<file path="config.mk">
export PLATFORM = sky130hd
export DESIGN_NAME = xor_checked_frame_receiver_flat
export DESIGN_NICKNAME = d
export VERILOG_FILES = /design/src/design/xcfr_pkg.sv /design/src/design/xcfr_if.sv /design/src/design/xcfr_front.sv /design/src/design/xcfr_queue.sv /design/src/design/xcfr_back.sv /design/src/design/xor_checked_frame_receiver.sv /design/src/flat_wrapper.sv
export SDC_FILE = /design/constraint.sdc
export NUM_CORES = 1
export LEC_CHECK = 0
export BUFFER_PORTS_ARGS = -buffer_cell sky130_fd_sc_hd__buf_2
export CAP_MARGIN = 10
export CELL_PAD_IN_SITES_DETAIL_PLACEMENT = 2
export CELL_PAD_IN_SITES_GLOBAL_PLACEMENT = 2
export CORE_ASPECT_RATIO = 1.4
export CORE_UTILIZATION = 42
export CTS_BUF_LIST = sky130_fd_sc_hd__clkbuf_2 sky130_fd_sc_hd__clkbuf_4 sky130_fd_sc_hd__clkbuf_8
export DETAILED_ROUTE_END_ITERATION = 8
export PLACE_DENSITY = 0.72
export SETUP_SLACK_MARGIN = 0.05
export SLEW_MARGIN = 40
export SYNTH_ARGS = -nofsm -noshare
export SYNTH_HDL_FRONTEND = slang
export SYNTH_HIERARCHICAL = 1
export SYNTH_SLANG_ARGS = --single-unit
</file>
<file path="constraint.sdc">
create_clock -name i_clk -period 7.1 [get_ports i_clk]
set_input_delay 1.42 -clock i_clk [delete_from_list [all_inputs] [get_ports i_clk]]
set_output_delay 1.42 -clock i_clk [all_outputs]
set_load 0.03 [all_outputs]
</file>
<file path="src/design/xcfr_pkg.sv">
package xcfr_pkg;

    localparam int MAX_PAYLOAD = 32;

    localparam int CFG_IDX_W   = 3;
    localparam int CFG_DATA_W  = 16;
    localparam int FRAME_LEN_W = 6;

    localparam logic [CFG_IDX_W-1:0] CFG_START_FLAG   = 3'd0;
    localparam logic [CFG_IDX_W-1:0] CFG_OWN_ADDR     = 3'd1;
    localparam logic [CFG_IDX_W-1:0] CFG_BCAST_ADDR   = 3'd2;
    localparam logic [CFG_IDX_W-1:0] CFG_CHECK_SEED   = 3'd3;
    localparam logic [CFG_IDX_W-1:0] CFG_TIMEOUT      = 3'd4;

    localparam logic [7:0]  BCAST_RESET   = 8'hFF;
    localparam logic [15:0] TIMEOUT_RESET = 16'd500;
    localparam logic [15:0] TIMER_MAX     = 16'hFFFF;

    typedef enum logic [2:0] {
        PH_FLAG_LO  = 3'd0,
        PH_FLAG_HI  = 3'd1,
        PH_SRC      = 3'd2,
        PH_DST      = 3'd3,
        PH_LEN      = 3'd4,
        PH_PAYLOAD  = 3'd5,
        PH_CHECK    = 3'd6
    } t_phase;

    typedef enum logic [1:0] {
        BK_IDLE = 2'd0,
        BK_READ = 2'd1,
        BK_SHOW = 2'd2
    } t_back_st;

    typedef struct packed {
        logic [15:0] start_flag;
        logic [7:0]  own_address;
        logic [7:0]  broadcast_address;
        logic [7:0]  checksum_seed;
        logic [15:0] timeout_ticks;
    } t_cfg;

    typedef struct packed {
        logic [7:0] src;
        logic [7:0] dst;
    } t_frm_hdr;

    typedef struct packed {
        logic empty;
        logic full;
    } t_q_stat;

endpackage

</file>
<file path="src/design/xcfr_if.sv">
interface xcfr_in_if;
    logic       valid;
    logic       ready;
    logic       cmd;
    logic [7:0] rx_byte;

    modport source (output valid, output cmd, output rx_byte, input ready);
    modport sink   (input valid, input cmd, input rx_byte, output ready);
endinterface

interface xcfr_out_if;
    logic                               valid;
    logic                               ready;
    logic [7:0]                         source_address;
    logic [7:0]                         destination_address;
    logic [xcfr_pkg::FRAME_LEN_W-1:0]   frame_length;
    logic [7:0]                         payload_byte;
    logic                               empty_frame;
    logic                               last_byte;

    modport source (output valid, output source_address, output destination_address,
                    output frame_length, output payload_byte, output empty_frame,
                    output last_byte, input ready);
    modport sink   (input valid, input source_address, input destination_address,
                    input frame_length, input payload_byte, input empty_frame,
                    input last_byte, output ready);
endinterface

</file>
<file path="src/design/xcfr_front.sv">
module xcfr_front #(
    parameter int MAX_PAYLOAD = xcfr_pkg::MAX_PAYLOAD,
    localparam int LW = $clog2(MAX_PAYLOAD + 1),
    localparam int AW = (MAX_PAYLOAD > 1) ? $clog2(MAX_PAYLOAD) : 1
) (
    input  logic                  i_clk,
    input  logic                  i_rst_n,
    xcfr_in_if.sink               i_in,
    input  xcfr_pkg::t_cfg        i_cfg,
    input  logic                  i_q_full,
    output logic                  o_push,
    output xcfr_pkg::t_frm_hdr    o_hdr,
    output logic [LW-1:0]         o_len,
    output logic                  o_mem_we,
    output logic [AW-1:0]         o_mem_idx,
    output logic [7:0]            o_mem_data
);
    xcfr_pkg::t_phase r_phase, n_phase;
    logic [LW-1:0]    r_count, n_count;
    logic [15:0]      r_timer, n_timer;
    logic [7:0]       r_first, n_first;
    logic [7:0]       r_src, n_src;
    logic [7:0]       r_dst, n_dst;
    logic [LW-1:0]    r_len, n_len;
    logic [7:0]       r_ck, n_ck;

    logic             acc;
    logic             in_frame;

    assign i_in.ready = !i_q_full;
    assign acc        = i_in.valid && i_in.ready;
    assign in_frame   = (r_phase != xcfr_pkg::PH_FLAG_LO) && (r_phase != xcfr_pkg::PH_FLAG_HI);

    assign o_hdr.src  = r_src;
    assign o_hdr.dst  = r_dst;
    assign o_len      = r_len;
    assign o_mem_idx  = r_count[AW-1:0];
    assign o_mem_data = i_in.rx_byte;

    always_ff @(posedge i_clk) begin
        if (!i_rst_n) begin
            r_phase <= xcfr_pkg::PH_FLAG_LO;
            r_count <= '0;
            r_timer <= '0;
        end else begin
            r_phase <= n_phase;
            r_count <= n_count;
            r_timer <= n_timer;
        end
    end

    always_ff @(posedge i_clk) begin
        r_first <= n_first;
        r_src   <= n_src;
        r_dst   <= n_dst;
        r_len   <= n_len;
        r_ck    <= n_ck;
    end

    always_comb begin
        logic [15:0] v_tick;
        v_tick   = (r_timer != xcfr_pkg::TIMER_MAX) ? r_timer + 16'd1 : r_timer;
        n_phase  = r_phase;
        n_count  = r_count;
        n_timer  = r_timer;
        n_first  = r_first;
        n_src    = r_src;
        n_dst    = r_dst;
        n_len    = r_len;
        n_ck     = r_ck;
        o_push   = 1'b0;
        o_mem_we = 1'b0;
        if (acc && i_in.cmd) begin
            if (in_frame) begin
                n_timer = v_tick;
                if (v_tick >= i_cfg.timeout_ticks) begin
                    n_phase = xcfr_pkg::PH_FLAG_LO;
                    n_count = '0;
                    n_timer = '0;
                end
            end
        end else if (acc) begin
            case (r_phase)
                xcfr_pkg::PH_FLAG_LO: begin
                    n_first = i_in.rx_byte;
                    n_phase = xcfr_pkg::PH_FLAG_HI;
                end
                xcfr_pkg::PH_FLAG_HI: begin
                    if (r_first == i_cfg.start_flag[7:0] &&
                        i_in.rx_byte == i_cfg.start_flag[15:8]) begin
                        n_ck    = i_cfg.checksum_seed ^ r_first ^ i_in.rx_byte;
                        n_phase = xcfr_pkg::PH_SRC;
                        n_timer = '0;
                    end else begin
                        n_phase = xcfr_pkg::PH_FLAG_LO;
                    end
                end
                xcfr_pkg::PH_SRC: begin
                    n_src   = i_in.rx_byte;
                    n_ck    = r_ck ^ i_in.rx_byte;
                    n_phase = xcfr_pkg::PH_DST;
                end
                xcfr_pkg::PH_DST: begin
                    n_dst   = i_in.rx_byte;
                    n_ck    = r_ck ^ i_in.rx_byte;
                    n_phase = xcfr_pkg::PH_LEN;
                end
                xcfr_pkg::PH_LEN: begin
                    if (i_in.rx_byte > 8'(MAX_PAYLOAD)) begin
                        n_phase = xcfr_pkg::PH_FLAG_LO;
                        n_count = '0;
                        n_timer = '0;
                    end else begin
                        n_len   = i_in.rx_byte[LW-1:0];
                        n_ck    = r_ck ^ i_in.rx_byte;
                        n_count = '0;
                        n_timer = '0;
                        n_phase = (i_in.rx_byte == 8'd0) ? xcfr_pkg::PH_CHECK
                                                         : xcfr_pkg::PH_PAYLOAD;
                    end
                end
                xcfr_pkg::PH_PAYLOAD: begin
                    o_mem_we = 1'b1;
                    n_ck     = r_ck ^ i_in.rx_byte;
                    n_count  = r_count + 1'b1;
                    if (n_count >= r_len) begin
                        n_phase = xcfr_pkg::PH_CHECK;
                    end
                end
                xcfr_pkg::PH_CHECK: begin
                    n_phase = xcfr_pkg::PH_FLAG_LO;
                    n_count = '0;
                    n_timer = '0;
                    o_push  = (i_in.rx_byte == r_ck) &&
                              (r_dst == i_cfg.broadcast_address ||
                               r_dst == i_cfg.own_address);
                end
                default: begin
                    n_phase = xcfr_pkg::PH_FLAG_LO;
                    n_count = '0;
                    n_timer = '0;
                end
            endcase
        end
    end

endmodule

</file>
<file path="src/design/xcfr_queue.sv">
module xcfr_queue #(
    parameter int MAX_PAYLOAD = xcfr_pkg::MAX_PAYLOAD,
    localparam int LW = $clog2(MAX_PAYLOAD + 1),
    localparam int AW = (MAX_PAYLOAD > 1) ? $clog2(MAX_PAYLOAD) : 1
) (
    input  logic                  i_clk,
    input  logic                  i_rst_n,
    input  logic                  i_push,
    input  xcfr_pkg::t_frm_hdr    i_hdr,
    input  logic [LW-1:0]         i_len,
    input  logic                  i_pop,
    output xcfr_pkg::t_q_stat     o_stat,
    output xcfr_pkg::t_frm_hdr    o_hdr,
    output logic [LW-1:0]         o_len,
    input  logic                  i_we,
    input  logic [AW-1:0]         i_widx,
    input  logic [7:0]            i_wdata,
    input  logic                  i_rd_en,
    input  logic [AW-1:0]         i_ridx,
    output logic [7:0]            o_rdata
);
    // one payload bank per descriptor slot
    logic [7:0]          r_mem [0:(2**(AW+1))-1];
    logic [7:0]          r_rdata;
    xcfr_pkg::t_frm_hdr  r_hdr [0:1];
    logic [LW-1:0]       r_len [0:1];
    logic                r_wr_ptr;
    logic                r_rd_ptr;
    logic [1:0]          r_count;

    assign o_stat.empty = (r_count == 2'd0);
    assign o_stat.full  = (r_count == 2'd2);
    assign o_hdr        = r_hdr[r_rd_ptr];
    assign o_len        = r_len[r_rd_ptr];
    assign o_rdata      = r_rdata;

    always_ff @(posedge i_clk) begin
        if (!i_rst_n) begin
            r_wr_ptr <= 1'b0;
            r_rd_ptr <= 1'b0;
            r_count  <= 2'd0;
        end else begin
            if (i_push) begin
                r_wr_ptr <= !r_wr_ptr;
            end
            if (i_pop) begin
                r_rd_ptr <= !r_rd_ptr;
            end
            r_count <= r_count + {1'b0, i_push} - {1'b0, i_pop};
        end
    end

    always_ff @(posedge i_clk) begin
        if (i_push) begin
            r_hdr[r_wr_ptr] <= i_hdr;
            r_len[r_wr_ptr] <= i_len;
        end
    end

    always_ff @(posedge i_clk) begin
        if (i_we) begin
            r_mem[{r_wr_ptr, i_widx}] <= i_wdata;
        end
        if (i_rd_en) begin
            r_rdata <= r_mem[{r_rd_ptr, i_ridx}];
        end
    end

endmodule

</file>
<file path="src/design/xcfr_back.sv">
module xcfr_back #(
    parameter int MAX_PAYLOAD = xcfr_pkg::MAX_PAYLOAD,
    localparam int LW = $clog2(MAX_PAYLOAD + 1),
    localparam int AW = (MAX_PAYLOAD > 1) ? $clog2(MAX_PAYLOAD) : 1
) (
    input  logic                  i_clk,
    input  logic                  i_rst_n,
    input  xcfr_pkg::t_q_stat     i_q,
    input  xcfr_pkg::t_frm_hdr    i_hdr,
    input  logic [LW-1:0]         i_len,
    output logic                  o_pop,
    output logic                  o_rd_en,
    output logic [AW-1:0]         o_rd_idx,
    input  logic [7:0]            i_rd_data,
    xcfr_out_if.source            o_out
);
    xcfr_pkg::t_back_st r_state, n_state;
    logic [LW-1:0]      r_idx, n_idx;
    logic               empty;
    logic               last;

    assign empty    = (i_len == '0);
    assign last     = empty || ((r_idx + 1'b1) == i_len);
    assign o_rd_idx = r_idx[AW-1:0];

    assign o_out.source_address      = i_hdr.src;
    assign o_out.destination_address = i_hdr.dst;
    assign o_out.frame_length        = xcfr_pkg::FRAME_LEN_W'(i_len);
    assign o_out.payload_byte        = empty ? 8'd0 : i_rd_data;
    assign o_out.empty_frame         = empty;
    assign o_out.last_byte           = last;

    always_ff @(posedge i_clk) begin
        if (!i_rst_n) begin
            r_state <= xcfr_pkg::BK_IDLE;
            r_idx   <= '0;
        end else begin
            r_state <= n_state;
            r_idx   <= n_idx;
        end
    end

    always_comb begin
        n_state     = r_state;
        n_idx       = r_idx;
        o_pop       = 1'b0;
        o_rd_en     = 1'b0;
        o_out.valid = 1'b0;
        case (r_state)
            xcfr_pkg::BK_IDLE: begin
                if (!i_q.empty) begin
                    n_idx   = '0;
                    n_state = xcfr_pkg::BK_READ;
                end
            end
            xcfr_pkg::BK_READ: begin
                o_rd_en = 1'b1;
                n_state = xcfr_pkg::BK_SHOW;
            end
            xcfr_pkg::BK_SHOW: begin
                o_out.valid = 1'b1;
                if (o_out.ready) begin
                    if (last) begin
                        o_pop   = 1'b1;
                        n_state = xcfr_pkg::BK_IDLE;
                    end else begin
                        n_idx   = r_idx + 1'b1;
                        n_state = xcfr_pkg::BK_READ;
                    end
                end
            end
            default: begin
                n_state = xcfr_pkg::BK_IDLE;
            end
        endcase
    end

endmodule

</file>
<file path="src/design/xor_checked_frame_receiver.sv">
// Frame receiver: takes one input beat per cycle (received byte or millisecond tick), hunts the
// two-byte start flag, checks length, timeout, XOR checksum and destination, and buffers the
// payload. Good frames go into a two-deep frame queue with one payload bank per entry; the
// input stalls only while both entries hold frames not yet sent. Each result beat first reads
// the payload buffer, then shows the registered read data; the next beat's read waits until
// that beat is accepted. No clearing pass after reset.
module xor_checked_frame_receiver #(
    parameter int MAX_PAYLOAD = xcfr_pkg::MAX_PAYLOAD
) (
    input  logic                              i_clk,
    input  logic                              i_rst_n,
    xcfr_in_if.sink                           i_in,
    xcfr_out_if.source                        o_out,
    input  logic                              i_cfg_we,
    input  logic [xcfr_pkg::CFG_IDX_W-1:0]    i_cfg_idx,
    input  logic [xcfr_pkg::CFG_DATA_W-1:0]   i_cfg_data
);
    localparam int LW = $clog2(MAX_PAYLOAD + 1);
    localparam int AW = (MAX_PAYLOAD > 1) ? $clog2(MAX_PAYLOAD) : 1;

    xcfr_pkg::t_cfg      r_cfg;
    xcfr_pkg::t_q_stat   q_stat;
    xcfr_pkg::t_frm_hdr  push_hdr;
    xcfr_pkg::t_frm_hdr  head_hdr;
    logic [LW-1:0]       push_len;
    logic [LW-1:0]       head_len;
    logic                push;
    logic                pop;
    logic                mem_we;
    logic [AW-1:0]       mem_widx;
    logic [7:0]          mem_wdata;
    logic                rd_en;
    logic [AW-1:0]       rd_idx;
    logic [7:0]          rd_data;

    always_ff @(posedge i_clk) begin
        if (!i_rst_n) begin
            r_cfg.start_flag        <= '0;
            r_cfg.own_address       <= '0;
            r_cfg.broadcast_address <= xcfr_pkg::BCAST_RESET;
            r_cfg.checksum_seed     <= '0;
            r_cfg.timeout_ticks     <= xcfr_pkg::TIMEOUT_RESET;
        end else if (i_cfg_we) begin
            case (i_cfg_idx)
                xcfr_pkg::CFG_START_FLAG: r_cfg.start_flag        <= i_cfg_data;
                xcfr_pkg::CFG_OWN_ADDR:   r_cfg.own_address       <= i_cfg_data[7:0];
                xcfr_pkg::CFG_BCAST_ADDR: r_cfg.broadcast_address <= i_cfg_data[7:0];
                xcfr_pkg::CFG_CHECK_SEED: r_cfg.checksum_seed     <= i_cfg_data[7:0];
                xcfr_pkg::CFG_TIMEOUT:    r_cfg.timeout_ticks     <= i_cfg_data;
                default: begin
                end
            endcase
        end
    end

    xcfr_front #(.MAX_PAYLOAD(MAX_PAYLOAD)) u_front (
        .i_clk      (i_clk),
        .i_rst_n    (i_rst_n),
        .i_in       (i_in),
        .i_cfg      (r_cfg),
        .i_q_full   (q_stat.full),
        .o_push     (push),
        .o_hdr      (push_hdr),
        .o_len      (push_len),
        .o_mem_we   (mem_we),
        .o_mem_idx  (mem_widx),
        .o_mem_data (mem_wdata)
    );

    xcfr_queue #(.MAX_PAYLOAD(MAX_PAYLOAD)) u_queue (
        .i_clk   (i_clk),
        .i_rst_n (i_rst_n),
        .i_push  (push),
        .i_hdr   (push_hdr),
        .i_len   (push_len),
        .i_pop   (pop),
        .o_stat  (q_stat),
        .o_hdr   (head_hdr),
        .o_len   (head_len),
        .i_we    (mem_we),
        .i_widx  (mem_widx),
        .i_wdata (mem_wdata),
        .i_rd_en (rd_en),
        .i_ridx  (rd_idx),
        .o_rdata (rd_data)
    );

    xcfr_back #(.MAX_PAYLOAD(MAX_PAYLOAD)) u_back (
        .i_clk     (i_clk),
        .i_rst_n   (i_rst_n),
        .i_q       (q_stat),
        .i_hdr     (head_hdr),
        .i_len     (head_len),
        .o_pop     (pop),
        .o_rd_en   (rd_en),
        .o_rd_idx  (rd_idx),
        .i_rd_data (rd_data),
        .o_out     (o_out)
    );

    a_push_not_full: assert property (@(posedge i_clk) disable iff (!i_rst_n)
        push |-> !q_stat.full)
        else $error("frame pushed into full queue");

    a_pop_not_empty: assert property (@(posedge i_clk) disable iff (!i_rst_n)
        pop |-> !q_stat.empty)
        else $error("frame popped from empty queue");

    a_push_lands: assert property (@(posedge i_clk) disable iff (!i_rst_n)
        push && !pop |=> !q_stat.empty)
        else $error("pushed frame missing from queue");

    a_empty_frame: assert property (@(posedge i_clk) disable iff (!i_rst_n)
        o_out.valid && o_out.empty_frame |-> o_out.last_byte && o_out.payload_byte == 8'd0)
        else $error("empty frame beat malformed");

endmodule

</file>
<file path="src/flat_wrapper.sv">
// flat-port wrapper written by rule: the top's interface ports become plain ports
module xor_checked_frame_receiver_flat 
#(
    parameter int MAX_PAYLOAD = xcfr_pkg::MAX_PAYLOAD
)
  (i_clk, i_rst_n, i_cfg_we, i_cfg_idx, i_cfg_data, i_in_valid, i_in_cmd, i_in_rx_byte, i_in_ready, o_out_valid, o_out_source_address, o_out_destination_address, o_out_frame_length, o_out_payload_byte, o_out_empty_frame, o_out_last_byte, o_out_ready);
  xcfr_in_if i_in_i ();
  xcfr_out_if o_out_i ();
  input  logic i_clk;
  input  logic i_rst_n;
  input  logic i_cfg_we;
  input  logic [xcfr_pkg::CFG_IDX_W-1:0] i_cfg_idx;
  input  logic [xcfr_pkg::CFG_DATA_W-1:0] i_cfg_data;
  input wire logic [$bits(i_in_i.valid)-1:0] i_in_valid;
  input wire logic [$bits(i_in_i.cmd)-1:0] i_in_cmd;
  input wire logic [$bits(i_in_i.rx_byte)-1:0] i_in_rx_byte;
  output wire logic [$bits(i_in_i.ready)-1:0] i_in_ready;
  output wire logic [$bits(o_out_i.valid)-1:0] o_out_valid;
  output wire logic [$bits(o_out_i.source_address)-1:0] o_out_source_address;
  output wire logic [$bits(o_out_i.destination_address)-1:0] o_out_destination_address;
  output wire logic [$bits(o_out_i.frame_length)-1:0] o_out_frame_length;
  output wire logic [$bits(o_out_i.payload_byte)-1:0] o_out_payload_byte;
  output wire logic [$bits(o_out_i.empty_frame)-1:0] o_out_empty_frame;
  output wire logic [$bits(o_out_i.last_byte)-1:0] o_out_last_byte;
  input wire logic [$bits(o_out_i.ready)-1:0] o_out_ready;
  assign i_in_i.valid = i_in_valid;
  assign i_in_i.cmd = i_in_cmd;
  assign i_in_i.rx_byte = i_in_rx_byte;
  assign i_in_ready = i_in_i.ready;
  assign o_out_valid = o_out_i.valid;
  assign o_out_source_address = o_out_i.source_address;
  assign o_out_destination_address = o_out_i.destination_address;
  assign o_out_frame_length = o_out_i.frame_length;
  assign o_out_payload_byte = o_out_i.payload_byte;
  assign o_out_empty_frame = o_out_i.empty_frame;
  assign o_out_last_byte = o_out_i.last_byte;
  assign o_out_i.ready = o_out_ready;
  xor_checked_frame_receiver #(.MAX_PAYLOAD(MAX_PAYLOAD)) u_core (.i_clk(i_clk), .i_rst_n(i_rst_n), .i_in(i_in_i), .o_out(o_out_i), .i_cfg_we(i_cfg_we), .i_cfg_idx(i_cfg_idx), .i_cfg_data(i_cfg_data));
endmodule
</file>
# Yosys cells after proc, flatten, opt, wreduce, memory -nomap -nowiden
# Memory sizes are Yosys's and may differ from the RTL's. A register that Yosys moved wholly into a read port is not among the register bits.
# Index checks and enable logic that the tools add are counted.
[op_classes]
reduce_logical = 38
n_addsub = 5
n_lt_le_gt_ge = 3
bitwise = 5
n_eq_ne = 32
n_mux = 52
[op_table]
columns = ["cell", "n"]
rows = [
  ["16-bit two-way mux", 6],
  ["6-bit two-way mux", 7],
  ["8-bit equality test", 5],
  ["16-bit case mux with 2 select lines", 1],
  ["8-bit two-way mux", 3],
  ["6-bit case mux with 2 select lines", 2],
  ["8-bit case mux with 3 select lines", 1],
  ["8-bit XOR", 3],
  ["1-bit two-way mux", 20],
  ["4-bit AND reduction", 5],
  ["3-bit two-way mux", 6],
  ["3-bit case mux with 6 select lines", 1],
  ["16-bit by 1-bit adder with 16-bit output, second input constant", 1],
  ["16-bit greater-or-equal comparator", 1],
  ["16-bit inequality test, second input constant", 1],
  ["6-bit by 1-bit adder with 6-bit output, second input constant", 2],
  ["3-bit by 2-bit equality test with 1-bit output, second input constant", 4],
  ["3-bit equality test, second input constant", 4],
  ["2-bit inequality test, second input constant", 6],
  ["2-bit AND reduction", 6],
  ["3-bit AND reduction", 3],
  ["8-bit by 6-bit > comparator with 1-bit output, second input constant", 1],
  ["8-bit logical NOT", 1],
  ["2-bit two-way mux", 4],
  ["23 further kinds", 41],
]
[word_totals]
reg_bits = 131
output_inout_bits = 34
mem_bits_rw = 556
in_bits = 33
memories = 3
word_cells = 156
[mem_list]
columns = ["memory", "depth", "width", "rd", "rd_ports_with_merged_regs", "wr", "line_no", "source"]
rows = [
  ["u_core.u_queue.r_mem", 64, 8, 1, 1, 1, "xcfr_queue.sv:23", "logic [7:0] r_mem [0:(2**(AW+1))-1];"],
  ["u_core.u_queue.r_hdr", 2, 16, 1, 1, 1, "xcfr_queue.sv:25", "xcfr_pkg::t_frm_hdr r_hdr [0:1];"],
  ["u_core.u_queue.r_len", 2, 6, 1, 1, 1, "xcfr_queue.sv:26", "logic [LW-1:0] r_len [0:1];"],
]

# Longest topological paths before layout
# Gate-level depths: netlist of run 1.
[logic_depth]
word_depth = 8
depth_mapped = 14
mapped_depth_nobuf = 13

# Cells and area by module
# The synthesis of run 1 kept the hierarchy.
[modules_own_cells]
columns = ["module", "instances", "area_each_um2", "seq_area_each_um2", "cells_per_inst"]
rows = [
  ["xcfr_queue", 1, 21961.1, 17036.3, 1020],
  ["xcfr_front", 1, 4184.0, 1641.6, 436],
  ["xor_checked_frame_receiver", 1, 2207.1, 1121.1, 215],
  ["xcfr_back", 1, 844.6, 160.2, 108],
]

# Worst setup path before layout of run 1
# Ideal clock, no wire load.
[synth_timing]
path_type = "input -> register"
from = "in i_in_rx_byte[5]"
to = "mem u_core/u_queue/r_hdr[0][0] in the netlist's numbering, enable pin"
cell_stages = 7
slack_ns = 3.140
arrival_time_ns = 3.555
required_ns = 6.695
cell_sequence = "clkbuf_1 > xnor2_1 > nand3_1 > nor3_1 > nand2_1 > nor4_1 > nor2b_1"
[synth_between]
elab_chain_cells = 7
[synth_rtl]
columns = ["element", "line_no", "source"]
rows = [
  ["start, declared", "flat_wrapper.sv:16", "input wire logic [$bits(i_in_i.rx_byte)-1:0] i_in_rx_byte;"],
  ["8-bit equality test", "xcfr_front.sv:134", "o_push = (i_in.rx_byte == r_ck) &&"],
  ["1-bit logical AND", "xcfr_front.sv:134", ""],
  ["1-bit two-way mux", "xcfr_front.sv:83", "case (r_phase)"],
  ["1-bit two-way mux", "xcfr_front.sv:82", "end else if (acc) begin"],
  ["1-bit two-way mux", "xcfr_front.sv:73", "if (acc && i_in.cmd) begin"],
  ["via u_core.push", "xor_checked_frame_receiver.sv:27", "logic push;"],
  ["1-bit two-way mux", "xcfr_queue.sv:54", "if (i_push) begin"],
  ["1-bit two-way mux (not written as such)", "xcfr_queue.sv:55", "r_hdr[r_wr_ptr] <= i_hdr;"],
  ["end, declared", "xcfr_queue.sv:25", ""],
]
# The timed path passes the listed nets, and every way through them passes these cells.

# Final worst setup path of run 1
[layout_timing]
from = "reg u_core.u_back.r_idx[1]"
to = "out o_out_last_byte"
[layout_between]
elab_chain_cells = 3
[layout_rtl]
columns = ["element", "line_no", "source"]
rows = [
  ["start, declared", "xcfr_back.sv:18", "logic [LW-1:0] r_idx, n_idx;"],
  ["start signal, assigned", "xcfr_back.sv:39", "r_idx <= n_idx;"],
  ["6-bit by 1-bit adder with 6-bit output", "xcfr_back.sv:23", "assign last = empty || ((r_idx + 1'b1) == i_len);"],
  ["6-bit equality test", "xcfr_back.sv:23", ""],
  ["1-bit logical OR", "xcfr_back.sv:23", ""],
  ["end, declared", "flat_wrapper.sv:24", "output wire logic [$bits(o_out_i.last_byte)-1:0] o_out_last_byte;"],
]
# No other way between the ends.

==> results of run 1 <==
## cell type report
type | count | area (um2) | area share, %
Antenna cell | 2 | 5.00 | 0.0155
Clock buffer | 146 | 1810 | 5.59
Clock inverter | 49 | 294 | 0.909
Inverter | 33 | 124 | 0.383
Multi-Input combinational cell | 927 | 8450 | 26.1
Sequential cell | 696 | 20000 | 61.7
Tap cell | 928 | 1160 | 3.59
Timing Repair Buffer | 86 | 544 | 1.68
## logic make-up after synthesis
kind of cell | synth area share [%]
AOI/OAI and AO/OA | 3.80
xor gates and xnor gates | 2.37
DFF | 68.4
muxes | 13.9
and+or+nand+nor | 7.30
adders and majority gates | 1.16
buffers and inverters | 3.11
## layer usage
| layer | share of wire, % | global-route usage (%) |
|---|---|---|
| met4 | 3.7 | 9.77 |
| met3 | 4.1 | 3.41 |
| met1 | 37 | 26.8 |
| met2 | 55 | 44.2 |
| met5 | 0 | 0 |
## cells in the final DEF (no fill, tap or decap), drive strengths merged, types with 5 or more instances in the layout
cell type / count
mux2: 28
nand3: 37
a32o: 7
inv: 37
edfxtp: 602
ha: 27
o21a: 5
nor2: 107
nand2: 115
o221ai: 8
and2: 15
xnor2: 50
nor2b: 46
a22o: 8
a211oi: 7
nand3b: 6
dfxtp: 94
o21ai: 23
nand2b: 13
mux2i: 89
o22ai: 17
nand4: 15
a21oi: 51
clkinv: 40
nor4: 12
buf: 86
mux4: 126
clkbuf: 146
or3: 5
nor3b: 7
a22oi: 10
nor3: 19
xor2: 29
## path summary, 6_finish.rpt
check / start / to / slack (ns) / depth (start not counted)
setup / recovery: u_core/u_back/r_idx[1] / o_out_last_byte / 2.15 / 7
hold / removal: u_core/r_cfg[14] / u_core/r_cfg[14] / 0.46 / 2
setup reg to reg: u_core/u_front/r_timer[0] / u_core/u_front/r_timer[3] / 2.87 / 12
hold reg to reg: u_core/r_cfg[14] / u_core/r_cfg[14] / 0.46 / 2
## stage by stage
step	power [W]	cells	hold WS [ns]	instance area [um2]	setup WS, ns
detailed placement	0.00473	2670	0.453	30100	2.49
global route	0.00825	2866	0.473	32400	1.93
CTS	0.00810	2865	0.466	32200	2.03
global placement	0.00471	2668	0.422	30100	2.38
floorplan	0.00464	1779	0.421	29200	3.14
finish	0.00799	2867	0.461	32400	2.15
## flip-flops by register name (all words and copies together), names as in the netlist, 8 cells and up, named ones only
signal                  cells
u_core/u_queue/r_mem      512
u_core/r_cfg               56
u_core/u_queue/r_hdr       32
u_core/u_front/r_timer     16
u_core/u_queue/r_len       12
u_core/u_front/r_ck         8
u_core/u_front/r_dst        8
u_core/u_front/r_first      8
u_core/u_front/r_src        8
u_core/u_queue/o_rdata      8
## where the power goes
| group | switching, W | leakage (nW) | internal, W |
|---|---|---|---|
| registers | 0.0000110 | 6.18 | 0.00444 |
| logic | 0.000133 | 3.04 | 0.0000466 |
| clock network | 0.00162 | 1.12 | 0.00173 |
## critical path: stages, from the launching register on
cell and delay (ns):
dfxtp_4 0.79, buf_4 0.70, nand3_1 0.30, xnor2_1 0.25, a2111oi_4 0.23, nand2_1 0.13
nand2_1 0.16, buf_2 0.24
==> results by group, run 1 <==
Outcome
  – Status: complete, no violations

Synthesis
  – Yosys top cell by area: edfxtp_1
  – Ys flop type: edfxtp_1
  – Synth cell types: 75
  – Cell area after synthesis: 0.0292 mm2
  – Yosys warns: 6
  – Ys async rst share: 0%
  – Largest cells by area after synthesis: edfxtp_1 (62%), mux4_2 (9.4%), dfxtp_1 (6.4%)
  – Mapped Cells: 1779
  – Post-Syn Nets: 1839
  – Top-count cell post-synth: edfxtp_1
  – Post-synthesis sequential area ratio: 68.4%
  – Synth Area per Inst: 16.4 um2
  – Synth top area share: 61.9%
  – Post-synth EDFFs: 602
  – Register bit total from synthesis: 696
  – Synth top cells by count: edfxtp_1 (602), mux4_2 (122), nand2_1 (113)

Final layout
  – Layout Utilization: 47.0%
  – Fraction of layout instances using a drive strength above 1: 24.9%
  – Area grow syn2layout: 10.8%
  – Fin nets: 1908
  – Fill cells: 6405

Placed design
  – Dpl hpwl: 52800 um
  – Placer Congestion: 0.826
  – Port bufs: 66

Global route
  – First-pass GRT wire length: 121000 um
  – Global-route usage over all layers: 23.7%
  – Vias in the first global route: 18000
  – Grt total ovfl: 0
  – Initial antenna violation count: 1
  – Largest net degree at the start of global routing: 90

Power
  – Pwr dens: 247 mW/mm2
  – VDD IR-drop max: 186 uV
  – Leakage: 10.3 nW

Route
  – DR iter-0 viols: 1071
  – Routed len/inst: 28.6 um
  – First-pass iteration count of the detailed router: 5
  – DR vias: 16200
  – WL final: 82000 um
  – Drc violations: 0
  – Remaining antenna violation count after routing: 0
  – Vias per cell: 5.65

Clocking
  – CTS sink cnt: 696
  – Clock Path Buffers: 3
  – Total CTS buffers: 104
  – H-Tree Depth: 3
  – TritonCTS clock tree: built
  – Post-CTS Hold Fix Bufs: 0
  – Setup Fix Bufs, Post-CTS: 0
  – Worst-path clk slew: 0.06 ns
  – Root Buffer: clkbuf_8
  – Worst-skew pair later-pin latency: 0.75 ns
  – Post-CTS sizing: 0

Worst setup path
  – Largest fanout on the critical path: 44
  – Kind of start point of the critical path: flip-flop
  – Req. time, crit path: 5.68 ns
  – Crit Path Category: flip-flop to primary output
  – WP data arrival: 3.53 ns
  – Critical Path Sink Type: primary output

STA
  – Max Freq: 202 MHz
  – Endpoints failing hold: 0
  – Finish-stage setup viols: 0
  – Setup_tns: 0 ns
  – Worst-margin pin slew: 0.965 ns
  – Slew Limit Fails: 0
  – Worst Clk Skew: 0.0350 ns
  – Period utilization: 69.7%
  – Post-layout min period: 4.95 ns
  – Max_slew headroom: 35.6%
  – RSZ-0062 raised after global routing: no

Die
  – Total die area: 0.0706 mm2
  – Top Ports: 67
  – Total core area: 0.0689 mm2
  – Rows: 114
  – Die height: 314 um
  – Initial Utilization: 42.4%
  – Die width: 225 um

Min path
  – HP Class: flip-flop to flip-flop

Flow run
  – Max Cap Viol: 0
Power figures use the tool's default switching activity.
==> inputs of run 2 (changes only) <==
Settings changed: PLACE_DENSITY 0.72 to 0.75.
Clock period 7.1 ns to 4.5 ns, I/O delays scaled along.
==> results by group, run 2 (synthesized netlist as in run 1, its figures left out) <==
Final layout
  – Fin cells: 2922 (was 2867)
  – Area grow syn2layout: 12.3% (was 10.8%)
  – Fill cells: 6383 (was 6405)
  – Largest register FFs: 512 (unchanged)
  – Most common cell after layout, fill and taps aside: edfxtp_1 (unchanged)
  – Most flop-heavy register: u_core/u_queue/r_mem (unchanged)
  – Layout Utilization: 47.6% (was 47.0%)
  – Commonest non-fill, non-tap cells in the layout: edfxtp_1 (602), mux4_2 (122), nand2_1 (113), clkbuf_8 (110), nor2_1 (102) (was edfxtp_1 (602), mux4_2 (122), clkbuf_8 (114), nand2_1 (113), mux2i_1 (89))
  – Fin nets: 1971 (was 1908)
  – Fraction of layout instances using a drive strength above 1: 25.3% (was 24.9%)
  – Largest regs: u_core/u_queue/r_mem x512, u_core/r_cfg x56, u_core/u_queue/r_hdr x32 (unchanged)

Route
  – Routed len/inst: 28.9 um (was 28.6 um)
  – DR iter-0 viols: 998 (was 1071)
  – DR vias: 16300 (was 16200)
  – Remaining antenna violation count after routing: 0 (unchanged)
  – Drc violations: 0 (unchanged)
  – Vias per cell: 5.59 (was 5.65)
  – First-pass iteration count of the detailed router: 5 (unchanged)
  – WL final: 84300 um (was 82000 um)

STA
  – Max Freq: 239 MHz
  – Max_slew headroom: 45.4% (was 35.6%)
  – Period utilization: 93.1%
  – Worst-margin pin slew: 0.817 ns (was 0.965 ns)
  – RSZ-0062 raised after global routing: no (unchanged)
  – Slew Limit Fails: 0 (unchanged)
  – Setup_tns: 0 ns (unchanged)
  – Hold Worst Slack: 0.426 ns (was 0.461 ns)
  – Post-layout min period: 4.19 ns
  – Endpoints failing hold: 0 (unchanged)
  – Finish-stage setup viols: 0 (unchanged)
  – Worst Clk Skew: 0.0500 ns (was 0.0350 ns)

Power
  – VDD IR-drop max: 245 uV (was 186 uV)
  – Leakage: 10.7 nW (was 10.3 nW)
  – Pwr dens: 389 mW/mm2 (was 247 mW/mm2)

Worst setup path
  – CP most frequent cell: nand2_1 (unchanged)
  – Kind of start point of the critical path: flip-flop (unchanged)
  – Largest fanout on the critical path: 35 (was 44)
  – Critical Path Max Stage Delay: 0.71 ns (was 0.79 ns)
  – Critical R2R Launch: u_core/u_front/r_timer[0] (unchanged)
  – Crit path from: u_core/u_back/r_idx[1] (unchanged)
  – Req. time, crit path: 3.60 ns (was 5.68 ns)
  – WP data arrival: 3.29 ns (was 3.53 ns)
  – Critical Path Sink Type: primary output (unchanged)
  – Crit Path Category: flip-flop to primary output (unchanged)
  – Slowest-stage cell, CP: dfxtp_4 (unchanged)
  – Crit path cell chain: ha_1 -> nor2b_1 -> a211oi_1 -> o31ai_1 -> nand2_1 -> nand2_1 -> buf_2 (was buf_4 -> nand3_1 -> xnor2_1 -> a2111oi_4 -> nand2_1 -> nand2_1 -> buf_2)

Clocking
  – Clock Path Buffers: 3 (unchanged)
  – Setup Fix Bufs, Post-CTS: 0 (unchanged)
  – Worst-skew pair later-pin latency: 0.75 ns (about the same)
  – Total CTS buffers: 107 (was 104)
  – TritonCTS clock tree: built (unchanged)
  – Post-CTS sizing: 0 (unchanged)
  – Worst-path clk slew: 0.07 ns (was 0.06 ns)
  – H-Tree Depth: 3 (unchanged)
  – Root Buffer: clkbuf_8 (unchanged)
  – Post-CTS Hold Fix Bufs: 0 (unchanged)
  – CTS sink cnt: 696 (unchanged)

Min path
  – HP Class: primary input to flip-flop (was flip-flop to flip-flop)
  – Hold_sp: i_cfg_data[0] (was u_core/r_cfg[14])

Placed design
  – Placed insts: 2728 (was 2670)
  – Placer Congestion: 0.789 (was 0.826)
  – Port bufs: 66 (unchanged)
  – Dpl hpwl: 55400 um (was 52800 um)

Die
  – Die height: 314 um (unchanged)
  – Total core area: 0.0689 mm2 (unchanged)
  – Die width: 225 um (unchanged)
  – Rows: 114 (unchanged)
  – Top Ports: 67 (unchanged)
  – Total die area: 0.0706 mm2 (unchanged)
  – Initial Utilization: 42.4% (unchanged)

Global route
  – Vias in the first global route: 18600 (was 18000)
  – First-pass GRT wire length: 125000 um (was 121000 um)
  – Grt total ovfl: 0 (unchanged)
  – Largest net degree at the start of global routing: 81 (was 90)
  – Global-route usage over all layers: 24.5% (was 23.7%)
  – Initial antenna violation count: 2 (was 1)

Outcome
  – Status: complete, no violations (unchanged)

Flow run
  – Max Cap Viol: 0 (unchanged)
run 2: worst max-delay path, delay by kind of cell, from the launching register on:
kind	cells	cell delay (ns)
flops	1	0.71
simple gates	3	0.58
compound gates	2	0.58
fa+ha+maj	1	0.42
buf+inv	1	0.26
run 2: area by class of cell:
type / count / area (um2) / area share [%]
Antenna cell: 1 / 2.50 / 0.00764
Clock buffer: 144 / 1770 / 5.40
Clock inverter: 47 / 375 / 1.15
Inverter: 33 / 124 / 0.378
Multi-Input combinational cell: 927 / 8360 / 25.5
Sequential cell: 696 / 20000 / 60.9
Tap cell: 928 / 1160 / 3.54
Timing Repair Buffer: 146 / 1010 / 3.09
run 2: worst paths after layout:
| kind | slack (ns) | cells past startpoint | to |
|---|---|---|---|
| worst max register to register | 0.37 | 13 | u_core/u_front/r_timer[5] |
| worst max-delay path | 0.31 | 7 | o_out_last_byte |
| worst min-delay path | 0.43 | 3 | u_core/r_cfg[24] |
| worst min register to register | 0.46 | 2 | u_core/r_cfg[11] |
run 2: power breakdown:
part	internal (W)	total, W	leakage [nW]	switching [W]
clock network	0.00289	0.00541	1.14	0.00252
logic	0.0000752	0.000291	3.37	0.000216
registers	0.00701	0.00703	6.17	0.0000173
total	0.00998	0.0127	10.7	0.00276
run 2: layer usage:
metal	global-route usage [%]	vias up	wire [um]
met5	0	-	0
met4	9.93	0	2840
met3	3.49	136	3580
met2	46.1	438	46900
met1	27.5	8635	31100
li1	-	7116	-
run 2: per-stage QoR:
stage	setup WS [ns]	total power (W)	cell area [um2]
after global routing	0.0838	0.0131	32800
after CTS	0.235	0.0129	32700
after global placement	0.760	0.00743	30500
after detailed placement	0.566	0.00746	30500
after floorplan	1.06	0.00732	29200
final	0.310	0.0127	32800
==> inputs of run 3 (changes only) <==
Settings changed: PLACE_DENSITY 0.75 to 0.74, SYNTH_HIERARCHICAL 1 to not set.
==> results by group, run 3 <==
Synthesis
  – Synth Area per Inst: 17.0 um2 (was 16.4 um2)
  – Yosys warns: 0 (was 6)
  – Largest cells by area after synthesis: edfxtp_1 (64%), mux4_2 (13%), dfxtp_1 (6.6%) (was edfxtp_1 (62%), mux4_2 (9.4%), dfxtp_1 (6.4%))
  – Mapped Cells: 1666 (was 1779)
  – Post-synth EDFFs: 602 (unchanged)
  – XOR/XNOR share of the synthesized area: 2.43% (was 2.37%)
  – Post-Syn Nets: 1726 (was 1839)
  – Register bit total from synthesis: 696 (unchanged)
  – Post-synthesis compound-gate area fraction: 3.12% (was 3.80%)
  – Synth top cells by count: edfxtp_1 (602), mux4_2 (168), nand2_1 (160) (was edfxtp_1 (602), mux4_2 (122), nand2_1 (113))
  – Simple-gate share of the synthesized area: 6.59% (was 7.30%)
  – Ys async rst share: 0% (unchanged)
  – Top-count cell post-synth: edfxtp_1 (unchanged)
  – Mux contribution to synthesized area: 14.5% (was 13.9%)
  – Synth top area share: 63.8% (was 61.9%)
  – Synth cell types: 61 (was 75)
  – Cell area after synthesis: 0.0283 mm2 (was 0.0292 mm2)
  – Ys flop type: edfxtp_1 (unchanged)
  – Main combinational cell family by area after synthesis: multiplexers (unchanged)
  – Post-synthesis sequential area ratio: 70.5% (was 68.4%)
  – Adder-cell share of the synthesized area: 1.19% (was 1.16%)
  – Yosys top cell by area: edfxtp_1 (unchanged)

Outcome
  – Status: complete, no violations (unchanged)

Route
  – DR WL met3: 3750 um (was 3580 um)
  – WL final: 91300 um (was 84300 um)
  – WL met1: 33800 um (was 31100 um)
  – First-pass iteration count of the detailed router: 5 (unchanged)
  – Routed len/inst: 32.7 um (was 28.9 um)
  – DR iter-0 viols: 1200 (was 998)
  – DR vias: 16300 (about the same)
  – Remaining antenna violation count after routing: 0 (unchanged)
  – Met2 wire length: 50200 um (was 46900 um)
  – Drc violations: 0 (unchanged)
  – Highest routed metal layer: met5 (was met4)
  – Vias per cell: 5.85 (was 5.59)

Flow run
  – Max Cap Viol: 0 (unchanged)

Final layout
  – Largest register FFs: 512 (unchanged)
  – Largest regs: u_core.u_queue.r_mem x512, u_core.r_cfg x56, u_core.u_queue.r_hdr x32 (was u_core/u_queue/r_mem x512, u_core/r_cfg x56, u_core/u_queue/r_hdr x32)
  – Commonest non-fill, non-tap cells in the layout: edfxtp_1 (602), mux4_2 (168), nand2_1 (160), clkbuf_8 (107), nor2_1 (103) (was edfxtp_1 (602), mux4_2 (122), nand2_1 (113), clkbuf_8 (110), nor2_1 (102))
  – Fin cells: 2791 (was 2922)
  – Most common cell after layout, fill and taps aside: edfxtp_1 (unchanged)
  – Area grow syn2layout: 13.6% (was 12.3%)
  – Fraction of layout instances using a drive strength above 1: 27.6% (was 25.3%)
  – Most flop-heavy register: u_core.u_queue.r_mem (was u_core/u_queue/r_mem)
  – Fin nets: 1910 (was 1971)

STA
  – RSZ-0062 raised after global routing: no (unchanged)
  – Post-layout min period: 4.31 ns (was 4.19 ns)
  – Worst-margin pin slew: 0.850 ns (was 0.817 ns)
  – Worst setup slack after layout: 0.191 ns (was 0.310 ns)
  – Setup_tns: 0 ns (unchanged)
  – Endpoints failing hold: 0 (unchanged)
  – Slew Limit Fails: 0 (unchanged)
  – Finish-stage setup viols: 0 (unchanged)
  – Max Freq: 232 MHz (was 239 MHz)
  – Worst Clk Skew: 0.0410 ns (was 0.0500 ns)
  – Period utilization: 95.8% (was 93.1%)
  – Max_slew headroom: 43.1% (was 45.4%)

Worst setup path
  – Crit Path Category: flip-flop to primary output (unchanged)
  – CP delay by family, top: flip-flops (unchanged)
  – Critical Path Sink Type: primary output (unchanged)
  – Slowest-stage cell, CP: dfxtp_4 (unchanged)
  – Crit path cell chain: ha_1 -> nand3_1 -> xor3_1 -> nand4b_1 -> a2bb2oi_2 -> buf_2 (was ha_1 -> nor2b_1 -> a211oi_1 -> o31ai_1 -> nand2_1 -> nand2_1 -> buf_2)
  – Critical Path Max Stage Delay: 0.72 ns (was 0.71 ns)
  – CP Buf/Inv Count: 1 (unchanged)
  – WP data arrival: 3.41 ns (was 3.29 ns)
  – Kind of start point of the critical path: flip-flop (unchanged)
  – Largest fanout on the critical path: 26 (was 35)
  – Req. time, crit path: 3.60 ns (about the same)

Global route
  – Largest net degree at the start of global routing: 81 (unchanged)
  – Vias in the first global route: 18400 (was 18600)
  – Grt total ovfl: 0 (unchanged)
  – First-pass GRT wire length: 132000 um (was 125000 um)
  – Initial antenna violation count: 6 (was 2)
  – Global-route usage over all layers: 27.2% (was 24.5%)

Clocking
  – TritonCTS clock tree: built (unchanged)
  – Total CTS buffers: 106 (was 107)
  – CTS sink cnt: 696 (unchanged)
  – Worst-path clk slew: 0.06 ns (was 0.07 ns)
  – Root Buffer: clkbuf_8 (unchanged)
  – Clock Path Buffers: 3 (unchanged)
  – H-Tree Depth: 3 (unchanged)
  – Setup Fix Bufs, Post-CTS: 0 (unchanged)
  – Worst-skew pair later-pin latency: 0.76 ns (was 0.75 ns)

Placed design
  – Placer Congestion: 0.799 (was 0.789)
  – Dpl hpwl: 58600 um (was 55400 um)
  – Port bufs: 66 (unchanged)
  – Placed insts: 2596 (was 2728)
  – Pre-CTS setup slack: 0.396 ns (was 0.566 ns)

Power
  – Leakage: 10.3 nW (was 10.7 nW)
  – Pwr dens: 389 mW/mm2 (about the same)
  – Design Power: 0.0125 W (was 0.0127 W)
  – VDD IR-drop max: 186 uV (was 245 uV)

Die
  – Die height: 309 um (was 314 um)
  – Die width: 221 um (was 225 um)
  – Total core area: 0.0667 mm2 (was 0.0689 mm2)
  – Total die area: 0.0685 mm2 (was 0.0706 mm2)
  – Top Ports: 67 (unchanged)
  – Initial Utilization: 42.5% (was 42.4%)
  – Rows: 112 (was 114)

Min path
  – HP Class: primary input to flip-flop (unchanged)
run 3: final cells by class:
type	count	area [um2]
multi-input cells	860	7930
diodes	3	7.51
repair buffers	155	1070
inverters	31	116
fillers	6110	34500
well taps	855	1070
flip-flops and latches	696	20000
clock inverters	39	206
clock buffers	152	1810
run 3: where the power goes:
group | total (W) | leakage (nW) | internal [W] | switching [W]
Combinational | 0.000266 | 3.05 | 0.0000584 | 0.000208
Clock | 0.00523 | 1.07 | 0.00264 | 0.00259
Sequential | 0.00702 | 6.17 | 0.00701 | 0.0000145
run 3: layer usage:
| metal | vias to the layer above | GRT usage, % |
|---|---|---|
| met5 | - | 0 |
| met4 | 2 | 12.0 |
| met3 | 183 | 3.96 |
| met2 | 523 | 51.2 |
| met1 | 8741 | 30.5 |
| li1 | 6882 | - |
run 3: stage by stage:
step	area, um2	hold slack, ns	utilization, %
after floorplan	28300	0.421	-
after global placement	30100	0.425	45.1
after detailed placement	30100	0.439	45.1
after CTS	32100	0.354	48.2
after global routing	32200	0.401	48.3
final	32200	0.421	48.3
run 3: kinds of logic after synthesis:
kind of cell             after synthesis
flip-flops                           696
AND/OR/NAND/NOR                      413
multiplexers                         197
AO/OA/AOI/OAI                        146
buffers and inverters                110
XOR/XNOR                              77
adder cells (fa/ha/maj)               27
run 3: timing repair:
action	CTS	global route
endpoints found under the setup margin	0	1
endpoints found under the hold margin	0	0
hold buffers	0	0
resized for setup	0	1
run 3: worst paths after layout:
kind / slack, ns / start / cells past startpoint / end
max: 0.19 / u_core.u_back.r_idx[0] / 6 / o_out_last_byte
min: 0.42 / i_cfg_data[13] / 3 / u_core.r_cfg[53]
max reg2reg: 0.39 / u_core.u_front.r_timer[4] / 12 / u_core.u_front.r_timer[11]
min reg2reg: 0.45 / u_core.u_front.r_src[4] / 0 / u_core.u_queue.r_hdr[1][12]
run 3: worst reg2reg max path, stage by stage (launching register included):
cell and delay (ns):
dfxtp_1 0.44, and4_1 0.33, nand3_1 0.22, nor3b_1 0.52, nand3_1 0.18, o21a_1 0.14, ha_1 0.28, a21o_1 0.18
a21o_1 0.17, a211oi_1 0.56, nand3_1 0.40, or3_1 0.41, a31oi_1 0.18
